### config.mk
export PLATFORM = sky130hd
export DESIGN_NAME = scoped_symbol_table
export DESIGN_NICKNAME = d
export VERILOG_FILES = /design/src/hw/rtl/scst_pkg.sv /design/src/hw/rtl/scst_entry_ram.sv /design/src/hw/rtl/scst_match.sv /design/src/hw/rtl/scst_ctrl.sv /design/src/hw/rtl/scoped_symbol_table.sv
export SDC_FILE = /design/constraint.sdc
export NUM_CORES = 2
export LEC_CHECK = 0
export ABC_AREA = 1
export CAP_MARGIN = 20
export CORE_AREA = 2 2 456 413
export CTS_CLUSTER_SIZE = 10
export DETAILED_ROUTE_END_ITERATION = 6
export DIE_AREA = 0 0 458 415
export DONT_BUFFER_PORTS = 1
export PLACE_DENSITY = 0.62
export RECOVER_POWER = 25
export REMOVE_ABC_BUFFERS = 1
export SLEW_MARGIN = 20
export SYNTH_ARGS = -nofsm -noshare
export SYNTH_HDL_FRONTEND = slang
export SYNTH_HIERARCHICAL = 1
export SYNTH_SLANG_ARGS = --single-unit
export TNS_END_PERCENT = 10
### constraint.sdc
create_clock -name aclk -period 7.2 [get_ports aclk]
set_input_delay 1.44 -clock aclk [delete_from_list [all_inputs] [get_ports aclk]]
set_output_delay 1.44 -clock aclk [all_outputs]
set_load 0.005 [all_outputs]
### src/hw/rtl/scst_pkg.sv
`default_nettype none

package scst_pkg;

    localparam int SLOTS      = 32;
    localparam int KEY_BITS   = 24;
    localparam int VALUE_BITS = 16;
    localparam int LEVEL_BITS = 6;
    localparam int SLOT_W     = $clog2(SLOTS);
    localparam int CNT_W      = $clog2(SLOTS + 1);

    typedef logic [SLOT_W-1:0]     slot_idx_t;
    typedef logic [CNT_W-1:0]      scan_cnt_t;
    typedef logic [KEY_BITS-1:0]   key_t;
    typedef logic [VALUE_BITS-1:0] val_t;
    typedef logic [LEVEL_BITS-1:0] level_t;

    localparam level_t MAX_DEPTH = '1;

    typedef enum logic [2:0] {
        OP_PUSH          = 3'd0,
        OP_POP           = 3'd1,
        OP_LOOKUP        = 3'd2,
        OP_DELETE        = 3'd3,
        OP_CREATE        = 3'd4,
        OP_GET_OR_CREATE = 3'd5,
        OP_CREATE_FUNC   = 3'd6
    } op_e;

    typedef enum logic [1:0] {
        ERR_NONE  = 2'd0,
        ERR_FULL  = 2'd1,
        ERR_DEPTH = 2'd2
    } err_e;

    typedef enum logic [1:0] {
        ST_IDLE,
        ST_SCAN,
        ST_DECIDE
    } state_e;

    typedef struct packed {
        logic [2:0]  operation;
        logic [23:0] key;
        logic [15:0] value_in;
    } in_item_t;

    typedef struct packed {
        logic        found;
        logic [4:0]  slot;
        logic [15:0] value_out;
        logic        is_function;
        logic [5:0]  entry_level;
        logic        freed_valid;
        logic [15:0] freed_node;
        logic [1:0]  error;
        logic [5:0]  depth_out;
    } out_item_t;

    // One stored entry; the valid mark lives in flip-flops beside the RAM.
    typedef struct packed {
        logic   func;
        level_t level;
        key_t   key;
        val_t   value;
    } entry_t;

    typedef struct packed {
        logic      rd_en;
        slot_idx_t rd_addr;
        logic      wr_en;
        slot_idx_t wr_addr;
        entry_t    wr_data;
    } ram_req_t;

    // Compare results for the entry returned by the RAM in this cycle.
    typedef struct packed {
        logic live_key;
        logic live_cur;
    } entry_cmp_t;

    // Matches collected over one scan of the table.
    typedef struct packed {
        logic      cur1_f;
        slot_idx_t cur1;
        logic      cur1_fn;
        val_t      cur1_val;
        logic      cur2_f;
        slot_idx_t cur2;
        logic      zero1_f;
        slot_idx_t zero1;
        logic      zero1_fn;
        val_t      zero1_val;
        logic      zero2_f;
        slot_idx_t zero2;
        logic      free_f;
        slot_idx_t free_idx;
    } match_t;

endpackage

`default_nettype wire

### src/hw/rtl/scst_entry_ram.sv
`default_nettype none

module scst_entry_ram (
    input  wire               aclk,
    input  scst_pkg::ram_req_t ram_req,
    output scst_pkg::entry_t   rd_data
);
    import scst_pkg::*;

    entry_t mem [SLOTS];
    entry_t rd_data_reg;

    always_ff @(posedge aclk) begin
        if (ram_req.wr_en) begin
            mem[ram_req.wr_addr] <= ram_req.wr_data;
        end
        if (ram_req.rd_en) begin
            rd_data_reg <= mem[ram_req.rd_addr];
        end
    end

    assign rd_data = rd_data_reg;

endmodule

`default_nettype wire

### src/hw/rtl/scst_match.sv
`default_nettype none

module scst_match (
    input  wire                  aclk,
    input  wire                  aresetn,
    input  wire                  clear,
    input  wire                  rd_vld,
    input  scst_pkg::slot_idx_t  rd_idx,
    input  scst_pkg::entry_t     rd_entry,
    input  wire                  rd_entry_valid,
    input  scst_pkg::key_t       key,
    input  scst_pkg::level_t     depth,
    output scst_pkg::entry_cmp_t cmp,
    output scst_pkg::match_t     match
);
    import scst_pkg::*;

    match_t match_reg;
    match_t match_next;
    logic   key_hit;
    logic   cur_hit;
    logic   zero_hit;

    assign key_hit      = rd_entry_valid && (rd_entry.key == key);
    assign cmp.live_key = key_hit;
    assign cmp.live_cur = rd_entry_valid && (rd_entry.level == depth);
    assign cur_hit      = rd_vld && key_hit && (rd_entry.level == depth);
    assign zero_hit     = rd_vld && key_hit && (rd_entry.level == '0);

    // The first two hits at the current level and at level zero are kept so that a
    // second lookup, after the first hit is dropped, needs no further pass.
    always_comb begin
        match_next = match_reg;
        if (clear) begin
            match_next = '0;
        end else begin
            if (cur_hit) begin
                if (!match_reg.cur1_f) begin
                    match_next.cur1_f   = 1'b1;
                    match_next.cur1     = rd_idx;
                    match_next.cur1_fn  = rd_entry.func;
                    match_next.cur1_val = rd_entry.value;
                end else if (!match_reg.cur2_f) begin
                    match_next.cur2_f = 1'b1;
                    match_next.cur2   = rd_idx;
                end
            end
            if (zero_hit) begin
                if (!match_reg.zero1_f) begin
                    match_next.zero1_f   = 1'b1;
                    match_next.zero1     = rd_idx;
                    match_next.zero1_fn  = rd_entry.func;
                    match_next.zero1_val = rd_entry.value;
                end else if (!match_reg.zero2_f) begin
                    match_next.zero2_f = 1'b1;
                    match_next.zero2   = rd_idx;
                end
            end
            if (rd_vld && !rd_entry_valid && !match_reg.free_f) begin
                match_next.free_f   = 1'b1;
                match_next.free_idx = rd_idx;
            end
        end
    end

    always_ff @(posedge aclk) begin
        if (!aresetn) begin
            match_reg <= '0;
        end else begin
            match_reg <= match_next;
        end
    end

    assign match = match_reg;

endmodule

`default_nettype wire

### src/hw/rtl/scst_ctrl.sv
`default_nettype none

module scst_ctrl (
    input  wire                  aclk,
    input  wire                  aresetn,
    input  wire                  s_valid,
    output logic                 s_ready,
    input  scst_pkg::in_item_t   s_payload,
    input  wire                  out_free,
    output logic                 res_valid,
    output scst_pkg::out_item_t  res,
    output scst_pkg::ram_req_t   ram_req,
    input  scst_pkg::entry_t     rd_data
);
    import scst_pkg::*;

    state_e     state_reg;
    state_e     state_next;
    logic [2:0] op_reg;
    key_t       key_reg;
    val_t       val_reg;
    level_t     depth_reg;
    level_t     depth_next;
    scan_cnt_t  cnt_reg;
    logic       rd_vld_reg;
    slot_idx_t  rd_idx_reg;
    logic [SLOTS-1:0] valid_reg;

    entry_cmp_t cmp;
    match_t     match;

    logic       accept;
    logic       dec_go;
    logic       issue;
    logic       scan_clr;

    logic       h1_cur;
    logic       h1_f;
    slot_idx_t  h1_idx;
    logic       h1_fn;
    val_t       h1_val;
    level_t     h1_level;
    logic       hit2_cur;
    logic       hit2_f;
    slot_idx_t  hit2_idx;
    level_t     hit2_level;
    logic       free2_f;
    slot_idx_t  free2_idx;

    logic       wr_en;
    slot_idx_t  wr_addr;
    entry_t     wr_data;
    logic       clr_h1;
    logic       set_en;
    slot_idx_t  set_idx;

    assign s_ready   = (state_reg == ST_IDLE);
    assign accept    = s_valid && s_ready;
    assign res_valid = (state_reg == ST_DECIDE);
    assign dec_go    = res_valid && out_free;
    assign issue     = (state_reg == ST_SCAN) && (cnt_reg < CNT_W'(SLOTS));

    scst_match u_match (
        .aclk           (aclk),
        .aresetn        (aresetn),
        .clear          (accept),
        .rd_vld         (rd_vld_reg),
        .rd_idx         (rd_idx_reg),
        .rd_entry       (rd_data),
        .rd_entry_valid (valid_reg[rd_idx_reg]),
        .key            (key_reg),
        .depth          (depth_reg),
        .cmp            (cmp),
        .match          (match)
    );

    // Pop and delete drop entries as the scan returns them.
    always_comb begin
        scan_clr = 1'b0;
        if (rd_vld_reg) begin
            case (op_e'(op_reg))
                OP_POP:    scan_clr = cmp.live_cur;
                OP_DELETE: scan_clr = cmp.live_key;
                default:   scan_clr = 1'b0;
            endcase
        end
    end

    // First lookup: current level, then level zero when the depth is above zero.
    assign h1_cur   = match.cur1_f;
    assign h1_f     = h1_cur || ((depth_reg != '0) && match.zero1_f);
    assign h1_idx   = h1_cur ? match.cur1     : match.zero1;
    assign h1_fn    = h1_cur ? match.cur1_fn  : match.zero1_fn;
    assign h1_val   = h1_cur ? match.cur1_val : match.zero1_val;
    assign h1_level = h1_cur ? depth_reg      : '0;

    // Second lookup, with the first hit already dropped.
    always_comb begin
        hit2_cur = match.cur1_f && match.cur2_f;
        hit2_f   = hit2_cur;
        hit2_idx = match.cur2;
        if (!hit2_cur && (depth_reg != '0)) begin
            if (h1_f && !h1_cur) begin
                hit2_f   = match.zero2_f;
                hit2_idx = match.zero2;
            end else begin
                hit2_f   = match.zero1_f;
                hit2_idx = match.zero1;
            end
        end
        hit2_level = hit2_cur ? depth_reg : '0;
    end

    // The dropped entry may be the lowest empty slot.
    always_comb begin
        free2_f   = match.free_f || h1_f;
        free2_idx = match.free_idx;
        if (h1_f && (!match.free_f || (h1_idx < match.free_idx))) begin
            free2_idx = h1_idx;
        end
    end

    always_comb begin
        res        = '0;
        depth_next = depth_reg;
        wr_en      = 1'b0;
        wr_addr    = match.free_idx;
        wr_data    = '0;
        clr_h1     = 1'b0;
        set_en     = 1'b0;
        set_idx    = match.free_idx;
        if (state_reg == ST_DECIDE) begin
            unique case (op_e'(op_reg))
                OP_PUSH: begin
                    if (depth_reg == MAX_DEPTH) begin
                        res.error = ERR_DEPTH;
                    end else begin
                        depth_next = depth_reg + 1'b1;
                    end
                end
                OP_POP: begin
                    if (depth_reg != '0) begin
                        depth_next = depth_reg - 1'b1;
                    end
                end
                OP_LOOKUP, OP_GET_OR_CREATE: begin
                    if (h1_f) begin
                        res.found       = 1'b1;
                        res.slot        = 5'(h1_idx);
                        res.value_out   = 16'(h1_val);
                        res.is_function = h1_fn;
                        res.entry_level = h1_level;
                    end else if (op_e'(op_reg) == OP_GET_OR_CREATE) begin
                        if (match.free_f) begin
                            wr_en           = 1'b1;
                            wr_data.func    = 1'b0;
                            wr_data.level   = depth_reg;
                            wr_data.key     = key_reg;
                            wr_data.value   = '0;
                            set_en          = 1'b1;
                            res.found       = 1'b1;
                            res.slot        = 5'(match.free_idx);
                            res.entry_level = depth_reg;
                        end else begin
                            res.error = ERR_FULL;
                        end
                    end
                end
                OP_DELETE: begin
                end
                OP_CREATE: begin
                    if (match.free_f) begin
                        wr_en           = 1'b1;
                        wr_data.func    = 1'b0;
                        wr_data.level   = depth_reg;
                        wr_data.key     = key_reg;
                        wr_data.value   = val_reg;
                        set_en          = 1'b1;
                        res.found       = 1'b1;
                        res.slot        = 5'(match.free_idx);
                        res.value_out   = 16'(val_reg);
                        res.entry_level = depth_reg;
                    end else begin
                        res.error = ERR_FULL;
                    end
                end
                OP_CREATE_FUNC: begin
                    clr_h1          = h1_f;
                    res.freed_valid = h1_f && h1_fn;
                    res.freed_node  = (h1_f && h1_fn) ? 16'(h1_val) : 16'd0;
                    wr_data.func    = 1'b1;
                    wr_data.key     = key_reg;
                    wr_data.value   = val_reg;
                    if (hit2_f) begin
                        wr_en           = 1'b1;
                        wr_addr         = hit2_idx;
                        wr_data.level   = hit2_level;
                        res.found       = 1'b1;
                        res.slot        = 5'(hit2_idx);
                        res.value_out   = 16'(val_reg);
                        res.is_function = 1'b1;
                        res.entry_level = hit2_level;
                    end else if (free2_f) begin
                        wr_en           = 1'b1;
                        wr_addr         = free2_idx;
                        wr_data.level   = depth_reg;
                        set_en          = 1'b1;
                        set_idx         = free2_idx;
                        res.found       = 1'b1;
                        res.slot        = 5'(free2_idx);
                        res.value_out   = 16'(val_reg);
                        res.is_function = 1'b1;
                        res.entry_level = depth_reg;
                    end else begin
                        res.error = ERR_FULL;
                    end
                end
                default: begin
                end
            endcase
        end
        res.depth_out = depth_next;
    end

    always_comb begin
        ram_req.rd_en   = issue;
        ram_req.rd_addr = cnt_reg[SLOT_W-1:0];
        ram_req.wr_en   = dec_go && wr_en;
        ram_req.wr_addr = wr_addr;
        ram_req.wr_data = wr_data;
    end

    always_comb begin
        state_next = state_reg;
        unique case (state_reg)
            ST_IDLE: begin
                if (accept) begin
                    unique case (op_e'(s_payload.operation))
                        OP_POP, OP_LOOKUP, OP_DELETE, OP_CREATE,
                        OP_GET_OR_CREATE, OP_CREATE_FUNC: state_next = ST_SCAN;
                        default:                          state_next = ST_DECIDE;
                    endcase
                end
            end
            ST_SCAN: begin
                if (cnt_reg == CNT_W'(SLOTS)) begin
                    state_next = ST_DECIDE;
                end
            end
            ST_DECIDE: begin
                if (out_free) begin
                    state_next = ST_IDLE;
                end
            end
            default: state_next = ST_IDLE;
        endcase
    end

    always_ff @(posedge aclk) begin
        if (!aresetn) begin
            state_reg  <= ST_IDLE;
            depth_reg  <= '0;
            cnt_reg    <= '0;
            rd_vld_reg <= 1'b0;
            valid_reg  <= '0;
        end else begin
            state_reg  <= state_next;
            rd_vld_reg <= issue;
            if (accept) begin
                cnt_reg <= '0;
            end else if (issue) begin
                cnt_reg <= cnt_reg + 1'b1;
            end
            if (dec_go) begin
                depth_reg <= depth_next;
            end
            if (scan_clr) begin
                valid_reg[rd_idx_reg] <= 1'b0;
            end
            if (dec_go && clr_h1) begin
                valid_reg[h1_idx] <= 1'b0;
            end
            if (dec_go && set_en) begin
                valid_reg[set_idx] <= 1'b1;
            end
        end
    end

    always_ff @(posedge aclk) begin
        if (accept) begin
            op_reg  <= s_payload.operation;
            key_reg <= s_payload.key[KEY_BITS-1:0];
            val_reg <= s_payload.value_in[VALUE_BITS-1:0];
        end
        rd_idx_reg <= cnt_reg[SLOT_W-1:0];
    end

endmodule

`default_nettype wire

### src/hw/rtl/scoped_symbol_table.sv
// Push and the unused code skip the scan and go straight to the decide step; every
// other operation scans the table once, one slot at a time through the single RAM
// read port, before its result is given. An item is taken only when the previous
// one has left the controller, so one item is in work at a time.
// Reset (aresetn low at a clock edge) clears all valid marks together, sets the
// scope depth to zero and empties the result register; no clearing pass follows.
`default_nettype none

module scoped_symbol_table (
    input  wire                  aclk,
    input  wire                  aresetn,
    input  wire                  s_valid,
    output logic                 s_ready,
    input  scst_pkg::in_item_t   s_payload,
    output logic                 m_valid,
    input  wire                  m_ready,
    output scst_pkg::out_item_t  m_payload
);
    import scst_pkg::*;

    // The controller owns the sequencing: it accepts one transfer, walks every slot
    // through the entry RAM (push and the unused code skip this walk), then settles it
    // in the decide state, which writes the RAM, the valid marks and the depth.
    ram_req_t  ram_req;
    entry_t    rd_data;
    logic      res_valid;
    out_item_t res;
    logic      out_free;

    logic      m_valid_reg;
    out_item_t m_payload_reg;

    // The result register parts the two sides: while a result waits for
    // the consumer, the controller is already free to take the next input.
    assign out_free = !m_valid_reg || m_ready;

    scst_entry_ram u_ram (
        .aclk    (aclk),
        .ram_req (ram_req),
        .rd_data (rd_data)
    );

    scst_ctrl u_ctrl (
        .aclk      (aclk),
        .aresetn   (aresetn),
        .s_valid   (s_valid),
        .s_ready   (s_ready),
        .s_payload (s_payload),
        .out_free  (out_free),
        .res_valid (res_valid),
        .res       (res),
        .ram_req   (ram_req),
        .rd_data   (rd_data)
    );

    // A result is loaded when the controller finishes and the register is
    // empty or being drained in the same cycle.
    always_ff @(posedge aclk) begin
        if (!aresetn) begin
            m_valid_reg <= 1'b0;
        end else if (out_free) begin
            m_valid_reg <= res_valid;
        end
    end

    always_ff @(posedge aclk) begin
        if (res_valid && out_free) begin
            m_payload_reg <= res;
        end
    end

    assign m_valid   = m_valid_reg;
    assign m_payload = m_payload_reg;

endmodule

`default_nettype wire

======== After elaboration in Yosys (flattened, before gate mapping) ========
Memories as Yosys holds them, arrays and structs flattened. A register that Yosys moved wholly into a read port is not among the register bits.
Index checks and enable logic that the tools add are counted.
operators by class
  reduce and logical (&&, ||, !) cells .... 47
  shifts and indexed selects .............. 0
  multipliers ............................. 0
  bitwise operators ....................... 10
  muxes and demuxes ....................... 83
  equal/unequal tests ..................... 21
  divide/modulo/power cells ............... 0
  $add $sub $neg .......................... 3
  magnitude comparators ................... 8
operators with widths
  kind                                                 number
  2-to-1 mux 32 bit                                    5
  2-to-1 mux 47 bit                                    3
  one-hot mux 47 bit (3 select lines)                  1
  2-to-1 mux 46 bit                                    2
  2-to-1 mux 6 bit                                     13
  one-hot mux 22 bit (3 select lines)                  1
  bitwise AND 32 bit                                   2
  inverter 32 bit                                      2
  2-to-1 mux 29 bit                                    2
  2-to-1 mux 5 bit                                     11
  bitwise OR 32 bit                                    1
  == test 24 bit                                       1
  logical AND 1 bit                                    22
  2-to-1 mux 1 bit                                     22
  2-to-1 mux 22 bit                                    1
  == test 3 bit, second input constant                 6
  < comparator 5 x 6 -> 1 bit, second input constant   3
  one-hot mux 6 bit (3 select lines)                   1
  2-to-1 mux 17 bit                                    1
  2-to-1 mux 16 bit                                    1
  2-to-1 mux 2 bit                                     8
  demux 1 bit (select 5 bit)                           3
  >= comparator 5 x 1 -> 1 bit, second input constant  3
  adder 6 x 1 -> 6 bit, second input constant          2
  other kinds (28)                                     55
storage, ports and cells
  register bits ........................... 214
  output and inout port bits .............. 56
  latch bits .............................. 0
  bits in writable memories ............... 1504
  memories kept ........................... 1
  input bits .............................. 47
  memory bits (read-only) ................. 0
memories
  name       words  bits a word  rd ports  clocked after memory_dff  wr ports  RTL line              source
  u_ram.mem  32     47           1         1                         1         scst_entry_ram.sv:10  entry_t mem [SLOTS];

======== Depth between registers and ports, before layout ========
  word-level depth ........................ 15
  depth in mapped cells ................... 20

======== Hierarchy ========
The synthesis kept the hierarchy.
by module, submodules not included
  module               seq. area each (µm²)  cells an instance  area each (µm²)  instances
  scst_entry_ram       46574.7               5170               62040.8          1
  scst_ctrl            2332.2                908                6334.8           1
  scst_match           1281.2                591                3579.7           1
  scoped_symbol_table  1641.6                61                 1672.9           1

======== Worst setup path before layout ========
Ideal clock, no wire load.
  path kind ............................... register to register
  start point ............................. register u_ctrl.u_match.match_reg (netlist bit u_ctrl/u_match/match[63])
  end point ............................... memory u_ram/mem[31][0] (netlist name) (enable)
  clock period less this slack ............ 4.995 ns
  stages on the path, launching flop included .. 20
  setup slack ............................. 2.205 ns
  arrival ................................. 4.543 ns
  path through ............................ dfxtp_1 buf_4 inv_4 or2_0 o21ai_0 inv_1 ha_1 nand2_1 inv_1 a21oi_1 nand2_1 nand2_2 nand2_2 nand2_1 nand3_1 o21ai_0 nand2_1 o21ai_0 nand3_1 nor2_1
RTL lines
  what                      RTL line              source
  start: declaration        scst_match.sv:18      match_t match_reg;
  start signal: assignment  scst_match.sv:70      match_reg <= match_next;
  end: declaration          scst_entry_ram.sv:10

==> key figures <==
GRT
  • Overflow after GRT: 0
  • Aggregate global-route resource usage: 22.1%
  • Initial antenna violation count: 3
  • Largest net degree at the start of global routing: 211
  • First-pass GRT wire length: 315 mm
  • Vias in the first global route: 47800

Timing
  • Final Max Slew Viols: 786
  • Final period util: 87.3%
  • Min cycle time layout: 6.28 ns
  • Final hold violation count: 0
  • Worst slew margin: -195%
  • PnR worst setup slack: 0.917 ns
  • FMAX: 159 MHz
  • RSZ-0062 raised after global routing: false
  • Tightest Pin Transition: 4.42 ns
  • Final setup viols: 0
  • Clk_skew: 0.0696 ns

Outcome
  • Run status: complete, but fails checks
  • Violated checks: max-capacitance violations, max-slew violations

Synth
  • Largest family of logic cells by synthesized area: simple AND/OR/NAND/NOR gates
  • Simple-gate share of the synthesized area: 23.2%
  • Synth Flop Type: edfxtp_1
  • Post-Syn Area per Cell: 10.9 um2
  • Synth Instances: 6730
  • Post-synthesis compound-gate area fraction: 1.88%
  • Xor and xnor area share after synthesis: 0.0833%
  • Synthesis Warnings: 6
  • Post-synthesis adder-cell area fraction: 0.136%
  • Area leader, netlist: edfxtp_1
  • Sequential fraction of the synthesis area: 70.4%
  • Synth unique cells: 55
  • FF+latch count, synth: 1765
  • Post-synth ARST share: 0%
  • Post-synthesis mux area share: 0.218%
  • Top cells by area, synth: edfxtp_1 67%, nand2_1 13%, nand3_1 8.1%
  • Post-synth top area share: 67.2%
  • Post-Synthesis Cell Area: 73600 um2
  • EDFF count, synth: 1648

Clocking
  • TritonCTS buffer count: 198
  • Clock transition at path regs: 0.06 ns
  • CTS hold repair buffers: 0
  • Post-CTS Resized: 0
  • Setup Buffers After CTS: 0
  • CTS max path bufs: 3
  • H-tree depth: 4
  • Sink Count: 1765
  • Clk_lat worst skew: 0.84 ns
  • CTS tree: built
  • Root buffer cell: clkbuf_16

Critical path
  • Crit Path Max Fanout: 21
  • Startpoint Class: register
  • Crit path required time: 7.70 ns
  • CP endpoint kind: register
  • Crit path DAT: 6.79 ns
  • WS Path Type: reg -> reg

Cells and area
  • Layout cells sized above 1: 6.56%
  • Fillers: 17100
  • Final net count: 6735
  • Largest register FFs: 1504
  • Area growth syn-to-layout: 10.8%

Pwr
  • IR drop worst, VDD: 0.257 mV
  • Pwr/cell area: 262 nW/um2
  • Pwr Total: 21.3 mW
  • Leak: 29.3 nW

Placement
  • Final Wtd Congestion: 0.884
  • Pre-CTS setup slack: 1.75 ns
  • Dpl hpwl: 122 mm
  • IO buf count: 0

Floorplan
  • Rows: 150
  • Die H: 415 um
  • Initial core utilization: 39.8%
  • Die X: 458 um
  • Die area: 190000 um2
  • Core area: 185000 um2
  • Top Ports: 103

Drt
  • Detailed Route WL: 215 mm
  • Via density: 5.48
  • First-pass DRT Iterations: 6
  • Wire per inst: 23.4 um
  • Initial detailed-routing violation count: 5860
  • Vias after detailed routing: 50200
  • Antenna-violating nets left: 0
  • # DRC: 0

Flow run
  • Max-cap violations: 18

Min path
  • Hold WC Path Type: reg -> reg
-- worst max-delay path, cell delays in order (launching register included) --
cell,delay (ns)
dfxtp_1,0.49
inv_1,0.17
ha_1,0.31
nand3_4,0.16
nand2_1,0.13
nand2_1,0.39
nor2_1,0.26
inv_2,0.18
a21oi_1,0.08
clkbuf_1,0.67
a21oi_1,0.86
nand3_1,0.77
nor2_4,1.05
buf_4,0.44
-- report_power, final --
part	internal (mW)	switching, mW	leakage, nW	total, mW
clock network	5.06	3.89	2.66	8.95
logic	0.297	0.857	11.7	1.15
registers	11.2	0.0731	14.9	11.2
-- layout make-up --
type / instances / area, um2 / area share (%)
well taps: 2432 / 3040 / 3.73
clock inverters: 20 / 339 / 0.416
flip-flops and latches: 1765 / 51800 / 63.5
clock buffers: 234 / 5150 / 6.32
multi-input cells: 4315 / 19000 / 23.3
inverters: 276 / 1070 / 1.31
diodes: 1 / 2.50 / 0.00307
repair buffers: 124 / 1130 / 1.39
-- cell usage after synthesis, types with 4 or more instances --
cell type  instances
nor2_4             9
or2_2              6
xor2_1             5
nor3_1            28
o21ai_0           66
nor2_1           260
inv_2             14
o22ai_1           37
buf_6             26
nand2_2            9
inv_1            254
edfxtp_1        1648
o21a_1             5
buf_4             25
a31oi_1           12
mux2i_1           16
nand4_4            4
ha_1               8
o31ai_1            7
clkbuf_1          70
buf_2            230
nand4_1           12
nand3_1         1186
dfxtp_1          117
o211ai_1           6
nand3_2            4
nand2_1         2485
clkinv_1           6
nor2_2            17
buf_1             23
a21oi_1           98
-- metrics by stage --
stage	hold WS (ns)	setup TNS (ns)	util [%]	instance area (um2)	instances
2_1_floorplan	0.439	-1102.27	-	71600	6356
3_3_place_gp	0.451	0	41.2	76300	8912
3_5_place_dp	0.469	0	41.2	76300	8912
4_1_cts	0.456	0	44.2	81800	9166
5_1_grt	0.510	0	44.1	81600	9166
6_report	0.482	0	44.1	81600	9167
-- cell usage in the layout (no fill, tap or decap), types with 27 or more instances in the layout --
cell type  instances
nor2_1           224
clkbuf_1          46
nor2_4            46
dfxtp_1          115
clkbuf_16        201
nand2_1         2487
buf_4             86
o22ai_1           37
nand3_1         1186
edfxtp_1        1648
nor3_1            27
o21ai_0           66
a21oi_1           99
inv_1            252
-- final timing paths --
| path | from | to | slack [ns] | cells after the start |
|---|---|---|---|---|
| setup reg to reg | u_ctrl/depth_reg[0]$_SDFFE_PN0P_ | u_ram/mem[8][35]$_DFFE_PP_ | 0.92 | 13 |
| setup / recovery | u_ctrl/depth_reg[0]$_SDFFE_PN0P_ | u_ram/mem[8][35]$_DFFE_PP_ | 0.92 | 13 |
| hold / removal | u_ctrl/u_match/match[40]$_SDFFE_PP0P_ | u_ctrl/u_match/match[40]$_SDFFE_PP0P_ | 0.48 | 2 |
| hold reg to reg | u_ctrl/u_match/match[40]$_SDFFE_PP0P_ | u_ctrl/u_match/match[40]$_SDFFE_PP0P_ | 0.48 | 2 |
-- layer usage --
layer / global-route usage (%) / up-vias / part of all wire [%]
li1: - / 22900 / -
met1: 31.0 / 24700 / 42
met5: 0 / - / 0
met4: 8.07 / 0 / 3.5
met3: 3.98 / 366 / 8.6
met2: 34.5 / 2302 / 46
-- logic make-up (layout without fill, tap and decap cells) --
| kind of cell | count (synthesis) | in the layout |
|---|---|---|
| buf+inv | 650 | 654 |
| mux | 16 | 16 |
| compound gates | 245 | 245 |
| simple gates | 4039 | 4039 |
| xor+xnor | 7 | 7 |
| flops | 1765 | 1765 |
| other cells | 0 | 1 |
| fa+ha+maj | 8 | 8 |
(Power assumes the default switching activity.)
